File: config.mk
export PLATFORM = sky130hd
export DESIGN_NAME = frame_rate_resolution_controller
export DESIGN_NICKNAME = d
export VERILOG_FILES = /design/src/rtl/frc_pkg.sv /design/src/rtl/frc_div.sv /design/src/rtl/frc_sqrt.sv /design/src/rtl/frame_rate_resolution_controller.sv
export SDC_FILE = /design/constraint.sdc
export NUM_CORES = 2
export LEC_CHECK = 0
export ABC_AREA = 1
export BUFFER_PORTS_ARGS = -buffer_cell sky130_fd_sc_hd__buf_2
export CAP_MARGIN = 40
export CORE_ASPECT_RATIO = 2
export CORE_MARGIN = 3
export CORE_UTILIZATION = 50
export CTS_CLUSTER_DIAMETER = 80
export DETAILED_ROUTE_END_ITERATION = 8
export GPL_TIMING_DRIVEN = 0
export PLACE_DENSITY = 0.76
export SETUP_SLACK_MARGIN = 0.4
export SLEW_MARGIN = 5
export SYNTH_ARGS = -nofsm -noshare
export SYNTH_HDL_FRONTEND = slang
export SYNTH_HIERARCHICAL = 1
export SYNTH_SLANG_ARGS = --single-unit
File: constraint.sdc
create_clock -name clk -period 17.35 [get_ports clk]
set_clock_uncertainty 0.05 [all_clocks]
set_input_delay 1.735 -clock clk [delete_from_list [all_inputs] [get_ports clk]]
set_output_delay 1.735 -clock clk [all_outputs]
set_load 0.005 [all_outputs]
File: src/rtl/frc_pkg.sv
`timescale 1ns / 1ps
package frc_pkg;
  localparam int unsigned TGT_W = 26;
  localparam int unsigned DAMP_W = 17;
  localparam int unsigned RATE_W = 32;
  localparam int unsigned TIME_W = 48;
  localparam int unsigned ZOOM_W = 24;
  localparam int unsigned DIM_W = 16;
  localparam int unsigned DVD_W = 64;
  localparam int unsigned DVS_W = 48;
  localparam int unsigned ROOT_W = 32;
  localparam int unsigned FAC_W = 30;

  localparam logic REG_TARGET = 1'b0;
  localparam logic REG_DAMPING = 1'b1;

  localparam logic REQ_RECORD = 1'b0;
  localparam logic REQ_UPDATE = 1'b1;

  localparam logic [TGT_W-1:0] TGT_RESET = 26'd655360;
  localparam logic [DAMP_W-1:0] DAMP_RESET = 17'd32768;
  localparam logic [DAMP_W-1:0] ONE_Q16 = 17'd65536;
  localparam logic [ZOOM_W-1:0] ZOOM_ONE = 24'd65536;
  localparam logic [ZOOM_W-1:0] ZOOM_MAX = 24'hFFFFFF;
  localparam logic [DVD_W-1:0] RATE_NUM = 64'd65536000;
  localparam logic [DVD_W-1:0] MIN_NUM = 64'd8388608;

  typedef struct packed {
    logic start;
    logic busy;
    logic done;
  } unit_ctl_t;
endpackage

File: src/rtl/frc_div.sv
`timescale 1ns / 1ps
module frc_div
  import frc_pkg::*;
(
  input  logic             clk,
  input  logic             rst,
  input  logic             start,
  input  logic [DVD_W-1:0] dividend,
  input  logic [DVS_W-1:0] divisor,
  output logic             busy,
  output logic             done,
  output logic [DVD_W-1:0] quotient
);
  logic [DVS_W-1:0] rem;
  logic [DVS_W-1:0] dvs;
  logic [6:0] cnt;
  logic [DVS_W:0] rem_sh;
  logic [DVS_W:0] diff;

  assign rem_sh = {rem, quotient[DVD_W-1]};
  assign diff = rem_sh - {1'b0, dvs};

  always_ff @(posedge clk) begin
    if (rst) begin
      busy <= 1'b0;
      done <= 1'b0;
      cnt <= '0;
    end else begin
      done <= 1'b0;
      if (start) begin
        busy <= 1'b1;
        cnt <= 7'(DVD_W);
      end else if (busy) begin
        cnt <= cnt - 7'd1;
        if (cnt == 7'd1) begin
          busy <= 1'b0;
          done <= 1'b1;
        end
      end
    end
  end

  always_ff @(posedge clk) begin
    if (start) begin
      rem <= '0;
      dvs <= divisor;
      quotient <= dividend;
    end else if (busy) begin
      if (!diff[DVS_W]) begin
        rem <= diff[DVS_W-1:0];
        quotient <= {quotient[DVD_W-2:0], 1'b1};
      end else begin
        rem <= rem_sh[DVS_W-1:0];
        quotient <= {quotient[DVD_W-2:0], 1'b0};
      end
    end
  end
endmodule

File: src/rtl/frc_sqrt.sv
`timescale 1ns / 1ps
module frc_sqrt
  import frc_pkg::*;
(
  input  logic              clk,
  input  logic              rst,
  input  logic              start,
  input  logic [DVD_W-1:0]  radicand,
  output logic              busy,
  output logic              done,
  output logic [ROOT_W-1:0] root
);
  logic [DVD_W-1:0] val;
  logic [ROOT_W+2:0] rem;
  logic [5:0] cnt;
  logic [ROOT_W+2:0] rem_sh;
  logic [ROOT_W+2:0] trial;
  logic [ROOT_W+2:0] diff;

  assign rem_sh = {rem[ROOT_W:0], val[DVD_W-1:DVD_W-2]};
  assign trial = {1'b0, root, 2'b01};
  assign diff = rem_sh - trial;

  always_ff @(posedge clk) begin
    if (rst) begin
      busy <= 1'b0;
      done <= 1'b0;
      cnt <= '0;
    end else begin
      done <= 1'b0;
      if (start) begin
        busy <= 1'b1;
        cnt <= 6'(ROOT_W);
      end else if (busy) begin
        cnt <= cnt - 6'd1;
        if (cnt == 6'd1) begin
          busy <= 1'b0;
          done <= 1'b1;
        end
      end
    end
  end

  always_ff @(posedge clk) begin
    if (start) begin
      val <= radicand;
      rem <= '0;
      root <= '0;
    end else if (busy) begin
      val <= {val[DVD_W-3:0], 2'b00};
      if (rem_sh >= trial) begin
        rem <= diff;
        root <= {root[ROOT_W-2:0], 1'b1};
      end else begin
        rem <= rem_sh;
        root <= {root[ROOT_W-2:0], 1'b0};
      end
    end
  end
endmodule

File: src/rtl/frame_rate_resolution_controller.sv
`timescale 1ns / 1ps
// channel   dir  handshake               payload
// s_axis    in   s_tvalid/s_tready       s_tdata, s_tuser, s_tlast
// m_axis    out  m_tvalid/m_tready       m_tdata
// cfg       in   cfg_valid/cfg_ready     cfg_index, cfg_data
//
// Records with no frame close need no arithmetic; a frame close with a positive
// frame time runs the serial divider.
// An update request runs four serial divisions, a bit-serial square root and two
// registered multiplies. Hold requests skip the arithmetic. Synchronous reset
// restores the FSM, configuration, rate and timestamp registers and m_tvalid.
// A pending result waits in the output register; records keep flowing.
module frame_rate_resolution_controller
  import frc_pkg::*;
(
  input  logic         clk,
  input  logic         rst,
  input  logic         s_tvalid,
  output logic         s_tready,
  // end_time[47:0], zoom_in[71:48], parent_width[87:72],
  // parent_height[103:88], channel_width[119:104], channel_height[135:120]
  input  logic [135:0] s_tdata,
  // req_type[0], stat_kind[3:1], hold[4]
  input  logic [4:0]   s_tuser,
  input  logic         s_tlast,
  output logic         m_tvalid,
  input  logic         m_tready,
  // zoom_out[23:0]
  output logic [23:0]  m_tdata,
  input  logic         cfg_valid,
  output logic         cfg_ready,
  input  logic         cfg_index,
  input  logic [25:0]  cfg_data
);
  localparam logic [4:0] ST_IDLE    = 5'd0;
  localparam logic [4:0] ST_RDIV_GO = 5'd1;
  localparam logic [4:0] ST_RDIV_W  = 5'd2;
  localparam logic [4:0] ST_QDIV_GO = 5'd3;
  localparam logic [4:0] ST_QDIV_W  = 5'd4;
  localparam logic [4:0] ST_SQ_GO   = 5'd5;
  localparam logic [4:0] ST_SQ_W    = 5'd6;
  localparam logic [4:0] ST_MUL1    = 5'd7;
  localparam logic [4:0] ST_MUL2    = 5'd8;
  localparam logic [4:0] ST_MUL3    = 5'd9;
  localparam logic [4:0] ST_LO_GO   = 5'd10;
  localparam logic [4:0] ST_LO_W    = 5'd11;
  localparam logic [4:0] ST_HX_GO   = 5'd12;
  localparam logic [4:0] ST_HX_W    = 5'd13;
  localparam logic [4:0] ST_HY_GO   = 5'd14;
  localparam logic [4:0] ST_HY_W    = 5'd15;
  localparam logic [4:0] ST_FIN     = 5'd16;

  logic [4:0] state, state_next;
  logic [TGT_W-1:0] target_rate;
  logic [DAMP_W-1:0] damping;
  logic [RATE_W-1:0] measured_rate;
  logic [TIME_W-1:0] previous_end;
  logic [TIME_W-1:0] batch_latest_end;
  logic [TIME_W-1:0] frame_time;

  logic [ZOOM_W-1:0] zin;
  logic [DIM_W-1:0] pw, ph, cw, ch;
  logic hold_r;
  logic [DVD_W-1:0] qv;
  logic [ROOT_W-1:0] sroot;
  logic signed [50:0] prod1;
  logic [FAC_W-1:0] factor;
  logic [53:0] prod2;
  logic [ZOOM_W-1:0] lo;
  logic [32:0] hx, hy;

  unit_ctl_t dv, sq;
  logic [DVD_W-1:0] dv_dividend, dv_quot;
  logic [DVS_W-1:0] dv_divisor;
  logic [ROOT_W-1:0] sq_root;

  logic accept, is_update, kind_ok;
  logic [TIME_W-1:0] t_in, end_v;
  logic [TIME_W:0] time_diff;
  logic [TGT_W-1:0] tgt_eff;
  logic [DAMP_W-1:0] damp_eff;
  logic [DIM_W-1:0] pmin;
  logic signed [32:0] delta;
  logic signed [50:0] corr;
  logic [32:0] hi_raw;
  logic [ZOOM_W-1:0] hi;
  logic [37:0] zoom_v, zoom_lo;
  logic [ZOOM_W-1:0] zoom_fin;
  logic out_free;

  assign cfg_ready = 1'b1;
  assign s_tready = (state == ST_IDLE);
  assign accept = s_tvalid && s_tready;
  assign is_update = (s_tuser[0] == REQ_UPDATE);
  assign kind_ok = (s_tuser[3:1] <= 3'd3);
  assign t_in = s_tdata[47:0];
  assign end_v = (kind_ok && t_in > batch_latest_end) ? t_in : batch_latest_end;
  assign time_diff = {1'b0, end_v} - {1'b0, previous_end};
  assign out_free = !m_tvalid || m_tready;

  assign tgt_eff = (target_rate == '0) ? TGT_W'(1) : target_rate;
  assign damp_eff = (damping > ONE_Q16) ? ONE_Q16 : damping;
  assign pmin = (pw < ph) ? pw : ph;
  assign delta = $signed({1'b0, sroot}) - 33'sd65536;
  assign corr = prod1 + (prod1[50] ? 51'sd65535 : 51'sd0);
  assign hi_raw = (hx < hy) ? hx : hy;
  assign hi = (hi_raw > {9'd0, ZOOM_MAX}) ? ZOOM_MAX : hi_raw[ZOOM_W-1:0];
  assign zoom_v = prod2[53:16];
  assign zoom_lo = (zoom_v < {14'd0, lo}) ? {14'd0, lo} : zoom_v;
  assign zoom_fin = hold_r ? ZOOM_ONE :
                    ((zoom_lo > {14'd0, hi}) ? hi : zoom_lo[ZOOM_W-1:0]);

  assign dv.start = (state == ST_RDIV_GO) || (state == ST_QDIV_GO) ||
                    (state == ST_LO_GO) || (state == ST_HX_GO) || (state == ST_HY_GO);
  assign sq.start = (state == ST_SQ_GO);

  always_comb begin
    dv_dividend = '0;
    dv_divisor = '0;
    unique case (state)
      ST_RDIV_GO: begin
        dv_dividend = RATE_NUM + DVD_W'(frame_time[TIME_W-1:1]);
        dv_divisor = frame_time;
      end
      ST_QDIV_GO: begin
        dv_dividend = {measured_rate, 32'd0};
        dv_divisor = DVS_W'(tgt_eff);
      end
      ST_LO_GO: begin
        dv_dividend = MIN_NUM;
        dv_divisor = DVS_W'(pmin);
      end
      ST_HX_GO: begin
        dv_dividend = DVD_W'({cw, 16'd0});
        dv_divisor = DVS_W'(pw);
      end
      ST_HY_GO: begin
        dv_dividend = DVD_W'({ch, 16'd0});
        dv_divisor = DVS_W'(ph);
      end
      default: ;
    endcase
  end

  frc_div u_div (
    .clk(clk), .rst(rst), .start(dv.start), .dividend(dv_dividend),
    .divisor(dv_divisor), .busy(dv.busy), .done(dv.done), .quotient(dv_quot)
  );

  frc_sqrt u_sqrt (
    .clk(clk), .rst(rst), .start(sq.start), .radicand(qv),
    .busy(sq.busy), .done(sq.done), .root(sq_root)
  );

  always_comb begin
    state_next = state;
    unique case (state)
      ST_IDLE: begin
        if (accept) begin
          if (is_update) begin
            state_next = s_tuser[4] ? ST_FIN : ST_QDIV_GO;
          end else if (s_tlast && end_v != '0 && !time_diff[TIME_W] &&
                       time_diff[TIME_W-1:0] != '0) begin
            state_next = ST_RDIV_GO;
          end
        end
      end
      ST_RDIV_GO: state_next = ST_RDIV_W;
      ST_RDIV_W:  if (dv.done) state_next = ST_IDLE;
      ST_QDIV_GO: state_next = ST_QDIV_W;
      ST_QDIV_W:  if (dv.done) state_next = ST_SQ_GO;
      ST_SQ_GO:   state_next = ST_SQ_W;
      ST_SQ_W:    if (sq.done) state_next = ST_MUL1;
      ST_MUL1:    state_next = ST_MUL2;
      ST_MUL2:    state_next = ST_MUL3;
      ST_MUL3:    state_next = ST_LO_GO;
      ST_LO_GO:   state_next = ST_LO_W;
      ST_LO_W:    if (dv.done) state_next = ST_HX_GO;
      ST_HX_GO:   state_next = ST_HX_W;
      ST_HX_W:    if (dv.done) state_next = ST_HY_GO;
      ST_HY_GO:   state_next = ST_HY_W;
      ST_HY_W:    if (dv.done) state_next = ST_FIN;
      ST_FIN:     if (out_free) state_next = ST_IDLE;
      default:    state_next = ST_IDLE;
    endcase
  end

  always_ff @(posedge clk) begin
    if (rst) begin
      state <= ST_IDLE;
      target_rate <= TGT_RESET;
      damping <= DAMP_RESET;
      measured_rate <= RATE_W'(TGT_RESET);
      previous_end <= '0;
      batch_latest_end <= '0;
      m_tvalid <= 1'b0;
    end else begin
      state <= state_next;
      if (cfg_valid) begin
        if (cfg_index == REG_TARGET) begin
          target_rate <= cfg_data;
        end else begin
          damping <= cfg_data[DAMP_W-1:0];
        end
      end
      if (state == ST_FIN && out_free) m_tvalid <= 1'b1;
      else if (m_tready) m_tvalid <= 1'b0;
      if (accept && !is_update) begin
        if (s_tlast) begin
          batch_latest_end <= '0;
          if (end_v != '0) previous_end <= end_v;
        end else begin
          batch_latest_end <= end_v;
        end
      end
      if (state == ST_RDIV_W && dv.done) measured_rate <= dv_quot[RATE_W-1:0];
    end
  end

  always_ff @(posedge clk) begin
    if (accept) begin
      frame_time <= time_diff[TIME_W-1:0];
      zin <= s_tdata[71:48];
      pw <= (s_tdata[87:72] == '0) ? DIM_W'(1) : s_tdata[87:72];
      ph <= (s_tdata[103:88] == '0) ? DIM_W'(1) : s_tdata[103:88];
      cw <= s_tdata[119:104];
      ch <= s_tdata[135:120];
      hold_r <= s_tuser[4];
    end
    if (state == ST_QDIV_W && dv.done) qv <= dv_quot;
    if (state == ST_SQ_W && sq.done) sroot <= sq_root;
    if (state == ST_MUL1) prod1 <= 51'(delta * $signed({1'b0, damp_eff}));
    if (state == ST_MUL2) factor <= FAC_W'(32'sd65536 + 32'(corr >>> 16));
    if (state == ST_MUL3) prod2 <= 54'(zin) * 54'(factor);
    if (state == ST_LO_W && dv.done) lo <= dv_quot[ZOOM_W-1:0];
    if (state == ST_HX_W && dv.done) hx <= dv_quot[32:0];
    if (state == ST_HY_W && dv.done) hy <= dv_quot[32:0];
    if (state == ST_FIN && out_free) m_tdata <= zoom_fin;
  end

  a_idle_units: assert property (@(posedge clk) disable iff (rst)
    s_tready |-> !dv.busy && !sq.busy)
    else $error("input taken while an arithmetic unit runs");
  a_div_done: assert property (@(posedge clk) disable iff (rst)
    dv.done |-> $past(dv.busy))
    else $error("divider done without a running division");
  a_sqrt_done: assert property (@(posedge clk) disable iff (rst)
    sq.done |-> (state == ST_SQ_W))
    else $error("square root finished outside its wait state");
  a_fin_units: assert property (@(posedge clk) disable iff (rst)
    (state == ST_FIN) |-> !dv.busy && !sq.busy)
    else $error("result formed while a unit still runs");
endmodule

# --- After elaboration in Yosys (flattened, before gate mapping) ---
# Index checks and enable logic that the tools add are counted.
classes:
  addsub: 9
  mul: 2
  n_lt_le_gt_ge: 9
  n_eq_ne: 27
  mux: 46
  n_bitwise: 3
  n_reduce_logical: 38
ops:
  columns: ["op", "n"]
  rows:
  - ["case mux 64 bit (5 select lines)", 1]
  - ["2-to-1 mux 64 bit", 4]
  - ["case mux 48 bit (5 select lines)", 1]
  - ["2-to-1 mux 48 bit", 3]
  - ["nonzero test 48 bit", 2]
  - ["case mux 5 bit (17 select lines)", 1]
  - ["2-to-1 mux 33 bit", 2]
  - ["2-to-1 mux 5 bit", 11]
  - ["multiplier 24 x 30 -> 54 bit", 1]
  - ["multiplier 33 x 18 -> 51 bit", 1]
  - ["subtractor 48 x 48 -> 49 bit", 1]
  - ["subtractor 49 x 48 -> 49 bit", 1]
  - ["adder 26 x 47 -> 48 bit, first input constant", 1]
  - ["greater-than comparator 48 bit", 1]
  - ["2-to-1 mux 24 bit", 2]
  - ["adder 46 x 17 -> 46 bit", 1]
  - ["equality test 5 x 4 -> 1 bit, second input constant", 8]
  - ["greater-than comparator 38 x 24 -> 1 bit", 1]
  - ["less-than comparator 38 x 24 -> 1 bit", 1]
  - ["2-to-1 mux 38 bit", 1]
  - [">= comparator 35 x 34 -> 1 bit", 1]
  - ["greater-than comparator 33 x 24 -> 1 bit, second input constant", 1]
  - ["less-than comparator 33 bit", 1]
  - ["subtractor 32 x 17 -> 33 bit, second input constant", 1]
  - ["35 further kinds", 85]
word_totals:
  reg_bits: 965
  input_bits: 174
  output_inout_bits: 27

# --- Depth between registers and ports, before layout ---
logic_depth:
  depth_word: 11
  ltp_mapped: 40
  mapped_depth_nobuf: 39

# --- Modules after synthesis ---
# Netlist, hierarchy kept.
by_module_without_submodules:
  columns: ["mod", "instances", "cells_each", "area_per_inst_um2", "seq_area_each_um2"]
  rows:
  - ["frame_rate_resolution_controller", 1, 9147, 75831.5, 17416.7]
  - ["frc_div", 1, 1697, 11238.3, 4504.3]
  - ["frc_sqrt", 1, 1165, 8134.1, 3383.2]

# --- Worst setup path after synthesis ---
# OpenSTA, ideal clock, no wires.
synth_path:
  path_type: "in2reg"
  start: "input port s_tvalid"
  end: "register batch_latest_end[27]"
  setup_time_ns: 0.132
  t_arrival_ns: 8.588
  setup_slack_ns: 8.580
  cell_stages: 7
  n_path_buf: 2
  cell_sequence: "inv_1 > nor2_1 > nand2_1 > clkbuf_1 > clkbuf_1 > nand2_1 > a21oi_1"
synth_between:
  elab_chain_len: 2
synth_lines:
  columns: ["element", "line", "rtl"]
  rows:
  - ["start: declaration", "frame_rate_resolution_controller.sv:18", "input logic s_tvalid,"]
  - ["logical AND 1 bit", "frame_rate_resolution_controller.sv:93", "assign accept = s_tvalid && s_tready;"]
  - ["net accept", "frame_rate_resolution_controller.sv:77", "logic accept, is_update, kind_ok;"]
  - ["logical AND 1 bit", "frame_rate_resolution_controller.sv:208", "if (accept && !is_update) begin"]
  - ["end signal: assignment", "frame_rate_resolution_controller.sv:213", "batch_latest_end <= end_v;"]
  - ["end: declaration", "frame_rate_resolution_controller.sv:58", "logic [TIME_W-1:0] batch_latest_end;"]
# The timed path passes the listed nets, and every way through them passes these cells.
# A chain may end at the register's enable or synchronous reset.

# --- Final worst setup path ---
layout_path:
  start: "register sroot[16]"
  end: "register prod1[40] (data pin)"
layout_between:
  elab_chain_len: 2
layout_lines:
  columns: ["element", "line", "rtl"]
  rows:
  - ["start: declaration", "frame_rate_resolution_controller.sv:65", "logic [ROOT_W-1:0] sroot;"]
  - ["start signal: assignment", "frame_rate_resolution_controller.sv:231", "if (state == ST_SQ_W && sq.done) sroot <= sq_root;"]
  - ["subtractor 32 x 17 -> 33 bit", "frame_rate_resolution_controller.sv:104", "assign delta = $signed({1'b0, sroot}) - 33'sd65536;"]
  - ["multiplier 33 x 18 -> 51 bit", "frame_rate_resolution_controller.sv:232", "if (state == ST_MUL1) prod1 <= 51'(delta * $signed({1'b0, damp_eff}));"]
  - ["end signal: assignment", "frame_rate_resolution_controller.sv:232", null]
  - ["end: declaration", "frame_rate_resolution_controller.sv:66", "logic signed [50:0] prod1;"]
# Every way passes these cells.

==> impl_results.md <==
* Slew Limit Fails at 0
* Number of DRC violations after detailed routing at 0
* Worst min-delay path class: register to register
* Filler cell count in the final layout at about 18000
* Overall global routing resource usage at approximately two fifths
* Per-instance average area after synthesis at 7.93 um2
* Type of destination of the critical path: register
* Wire length per cell at 25.1 um
* End point of the worst hold path: sroot[13]
* Effective utilization at floorplan at 50.5%
* Setup violations, final at 0
* Via-per-instance ratio at 5.62
* WP data required at 17.79 ns
* Gate count of the mapped netlist at ~12000
* Share of the yosys chip area belonging to registers at between 20% and 30%
* Setup repair bufs after CTS at 0
* Slowest cell on crit path: sky130_fd_sc_hd__clkinv_1
* Library cells used by synthesis at just under 80
* CORE AREA at 189000 um2
* Clk Latency, worst-skew pair at roughly 0.77 ns
* Die ar. at 196000 um2
* Achievable clock frequency at 101 MHz
* Final TNS setup at 0 ns
* H-tree levels at 3
* Cts repair resizes at 0
* Worst hold stages at 0
* Post-Syn Area at between 90000 and 100000 um2
* Reg-to-reg startpoint: sroot[16]
* Share of synthesized flip-flops with an asynchronous set or reset at 0%
* Relative slew margins at around a third
* Post-DP HPWL at about 300000 um
* First-pass GRT wire length at roughly 560000 um
* MaxCap Viol Count at 0
* Detailed router's first-iteration violation count at between 6000 and 7000
* Primary FF master, synth: sky130_fd_sc_hd__edfxtp_1
* Min-Delay Startpoint: u_sqrt/root[13]
* Crit start category: register
* Endpoints failing hold at 0
* Share of cells above drive strength 1 at around 5%
* Unrepaired setup endpoints after global routing: no
* Vias in the first global route at around 90000
* ANT nets after route at 0
* Overall die width at between 300 and 400 um
* EDFF count, synth at approximately 640
* Via Count at roughly 85000
* Root cell of the clock tree: sky130_fd_sc_hd__clkbuf_16
* Total of buffers placed on input and output ports at ~200
* Total Nets Final at 14357
* Synth Net Count at between 10000 and 15000
* Number of buffers created by CTS at 91
* Most frequent CP cell: sky130_fd_sc_hd__fa_1
* Ports placed on the boundary at around 200
* Total Routed Length at between 300000 and 400000 um
* Clock tree buffer depth at 3
* First-pass iteration count of the detailed router at 7
* Die Span Y at just over 600 um
* # rows at approximately 230
* Outcome: complete, no violations
* Slack of the worst reg-to-reg path at 7.49 ns
* Depth of the most critical reg-to-reg path at 31
* #FFs+latches synth at 945
* Largest driver fanout on the critical path at 10
* Overflow left after global routing at 0
* Data arrival time of the critical path at approximately 10 ns
* Crit Path Class: register to register
* Hold_buf cts at 0
* Pin count of the biggest net entering global routing at 44
* GPL Wtd Cong at approximately 1.1
* CTS tree: built
* Time the final worst path needs with I/O delays and setup at roughly 9.9 ns
* Number of warnings printed during yosys synthesis at 6
* Capturing point of the worst reg2reg path: prod1[40]
* Delay of the slowest cell on the worst path at 0.73 ns
* Period utilisation layout at between 50% and 60%
* Slew at the pin with the worst max-slew slack at 1.01 ns
* TritonCTS sink count at between 900 and 1000
* Growth of design area from synthesis to finish at 9.85%
* Clock-pin slew reported for the worst setup and hold paths after clock tree synthesis at ~0.070 ns
* Number of antenna violations at the first check in global routing at 29
cells by family (layout without fill, tap and decap cells):
kind of cell / Yosys count / in the layout / share of synthesized area [%]
AOI/OAI and AO/OA: 1155 / 1155 / 6.73
xor gates and xnor gates: 175 / 175 / 1.61
adders and majority gates: 1741 / 1741 / 32.0
buffers and inverters: 3186 / 3696 / 12.8
DFF: 945 / 945 / 26.6
other: 1 / 23 / 0.00394
and+or+nand+nor: 4806 / 4806 / 20.3
cell usage in the layout (no fill, tap or decap), drive strengths merged, types with 15 or more instances in the layout:
cell	count
nand3b	47
a221oi	17
ha	590
fa	1151
nand2	3235
nor4	52
xnor2	72
nor3	79
inv	2772
o22ai	35
nand3	292
a21oi	543
a21boi	15
o211ai	20
xor2	103
nand4	101
clkbuf	473
o21bai	30
o21ai	396
o21a	16
nor2	974
buf	396
a31oi	30
diode	22
dfxtp	307
edfxtp	638
clkinv	39
layout make-up:
type                       count  area (um2)  share of cell area, %
clock buffer                 117        2530                   2.42
clock inverter                53         666                  0.636
antenna                       22        55.1                 0.0526
tap                         2497        3120                   2.99
inverter                    2774       10400                   9.96
sequential                   945       25300                   24.2
multi-input combinational   7878       57800                   55.3
timing repair buffer         340        2910                   2.79
buffer                       412        1750                   1.67
metal layers:
metal / track usage [%] / wire length [um] / up-vias
met1: 32.7 / 102000 / 40145
met3: 12.9 / 30500 / 2527
met2: 67.0 / 185000 / 4456
li1: - / - / 37371
met5: 0.674 / 178 / -
met4: 46.8 / 59000 / 18
worst max path at each step:
stage,startpoint,endpoint
2_1_floorplan,s_tvalid,batch_latest_end[27]
3_3_place_gp,s_tvalid,batch_latest_end[45]
3_5_place_dp,sroot[16],prod1[38]
4_1_cts,sroot[16],prod1[38]
5_1_grt,sroot[16],prod1[40]
6_report,sroot[16],prod1[40]
critical path, delay by kind of cell, from the launching register on:
kind / cells / cell delay (ns)
buffers and inverters: 8 / 1.70
AO/OA/AOI/OAI: 5 / 1.54
AND/OR/NAND/NOR: 10 / 2.15
flip-flops: 1 / 0.36
adder cells (fa/ha/maj): 8 / 3.79
synth_stat cells (35+ instances only):
| master | number | area share (%) |
|---|---|---|
| sky130_fd_sc_hd__fa_1 | 1151 | 24 |
| sky130_fd_sc_hd__clkbuf_1 | 351 | 1.4 |
| sky130_fd_sc_hd__xor2_1 | 103 | 0.95 |
| sky130_fd_sc_hd__edfxtp_1 | 638 | 20 |
| sky130_fd_sc_hd__nand3_1 | 286 | 1.5 |
| sky130_fd_sc_hd__nand2_1 | 3211 | 13 |
| sky130_fd_sc_hd__a21oi_1 | 528 | 2.8 |
| sky130_fd_sc_hd__nand3b_1 | 47 | 0.37 |
| sky130_fd_sc_hd__ha_1 | 590 | 7.8 |
| sky130_fd_sc_hd__xnor2_1 | 72 | 0.66 |
| sky130_fd_sc_hd__o21ai_1 | 46 | 0.24 |
| sky130_fd_sc_hd__nor2_1 | 956 | 3.8 |
| sky130_fd_sc_hd__dfxtp_1 | 307 | 6.5 |
| sky130_fd_sc_hd__inv_1 | 2738 | 11 |
| sky130_fd_sc_hd__o22ai_1 | 35 | 0.23 |
| sky130_fd_sc_hd__o21ai_0 | 339 | 1.8 |
| sky130_fd_sc_hd__nor4_1 | 50 | 0.33 |
| sky130_fd_sc_hd__nand4_1 | 100 | 0.66 |
| sky130_fd_sc_hd__nor3_1 | 78 | 0.41 |
metrics by stage:
| stage | cells | util [%] | hold WS (ns) | setup WS [ns] | area [um2] |
|---|---|---|---|---|---|
| after floorplan | 12009 | - | 0.358 | 8.58 | 95200 |
| after global placement | 14703 | 52.7 | 0.362 | 4.47 | 99300 |
| after detailed placement | 14809 | 53.4 | 0.365 | 7.37 | 101000 |
| after CTS | 14979 | 55.1 | 0.350 | 7.31 | 104000 |
| after global routing | 15021 | 55.4 | 0.363 | 7.26 | 105000 |
| final | 15038 | 55.4 | 0.340 | 7.49 | 105000 |
sequential cells by signal, indices dropped and copies added, names as in the netlist, 38 cells and up:
name / cells
u_div/rem: 48
batch_latest_end: 48
prod2: 38
prod1: 47
u_sqrt/val: 64
u_div/quotient: 64
previous_end: 48
u_div/dvs: 48
qv: 64
frame_time: 48
Power is not shown: default switching activity piles up to over one toggle a cycle in this logic, so the estimate is an artifact.
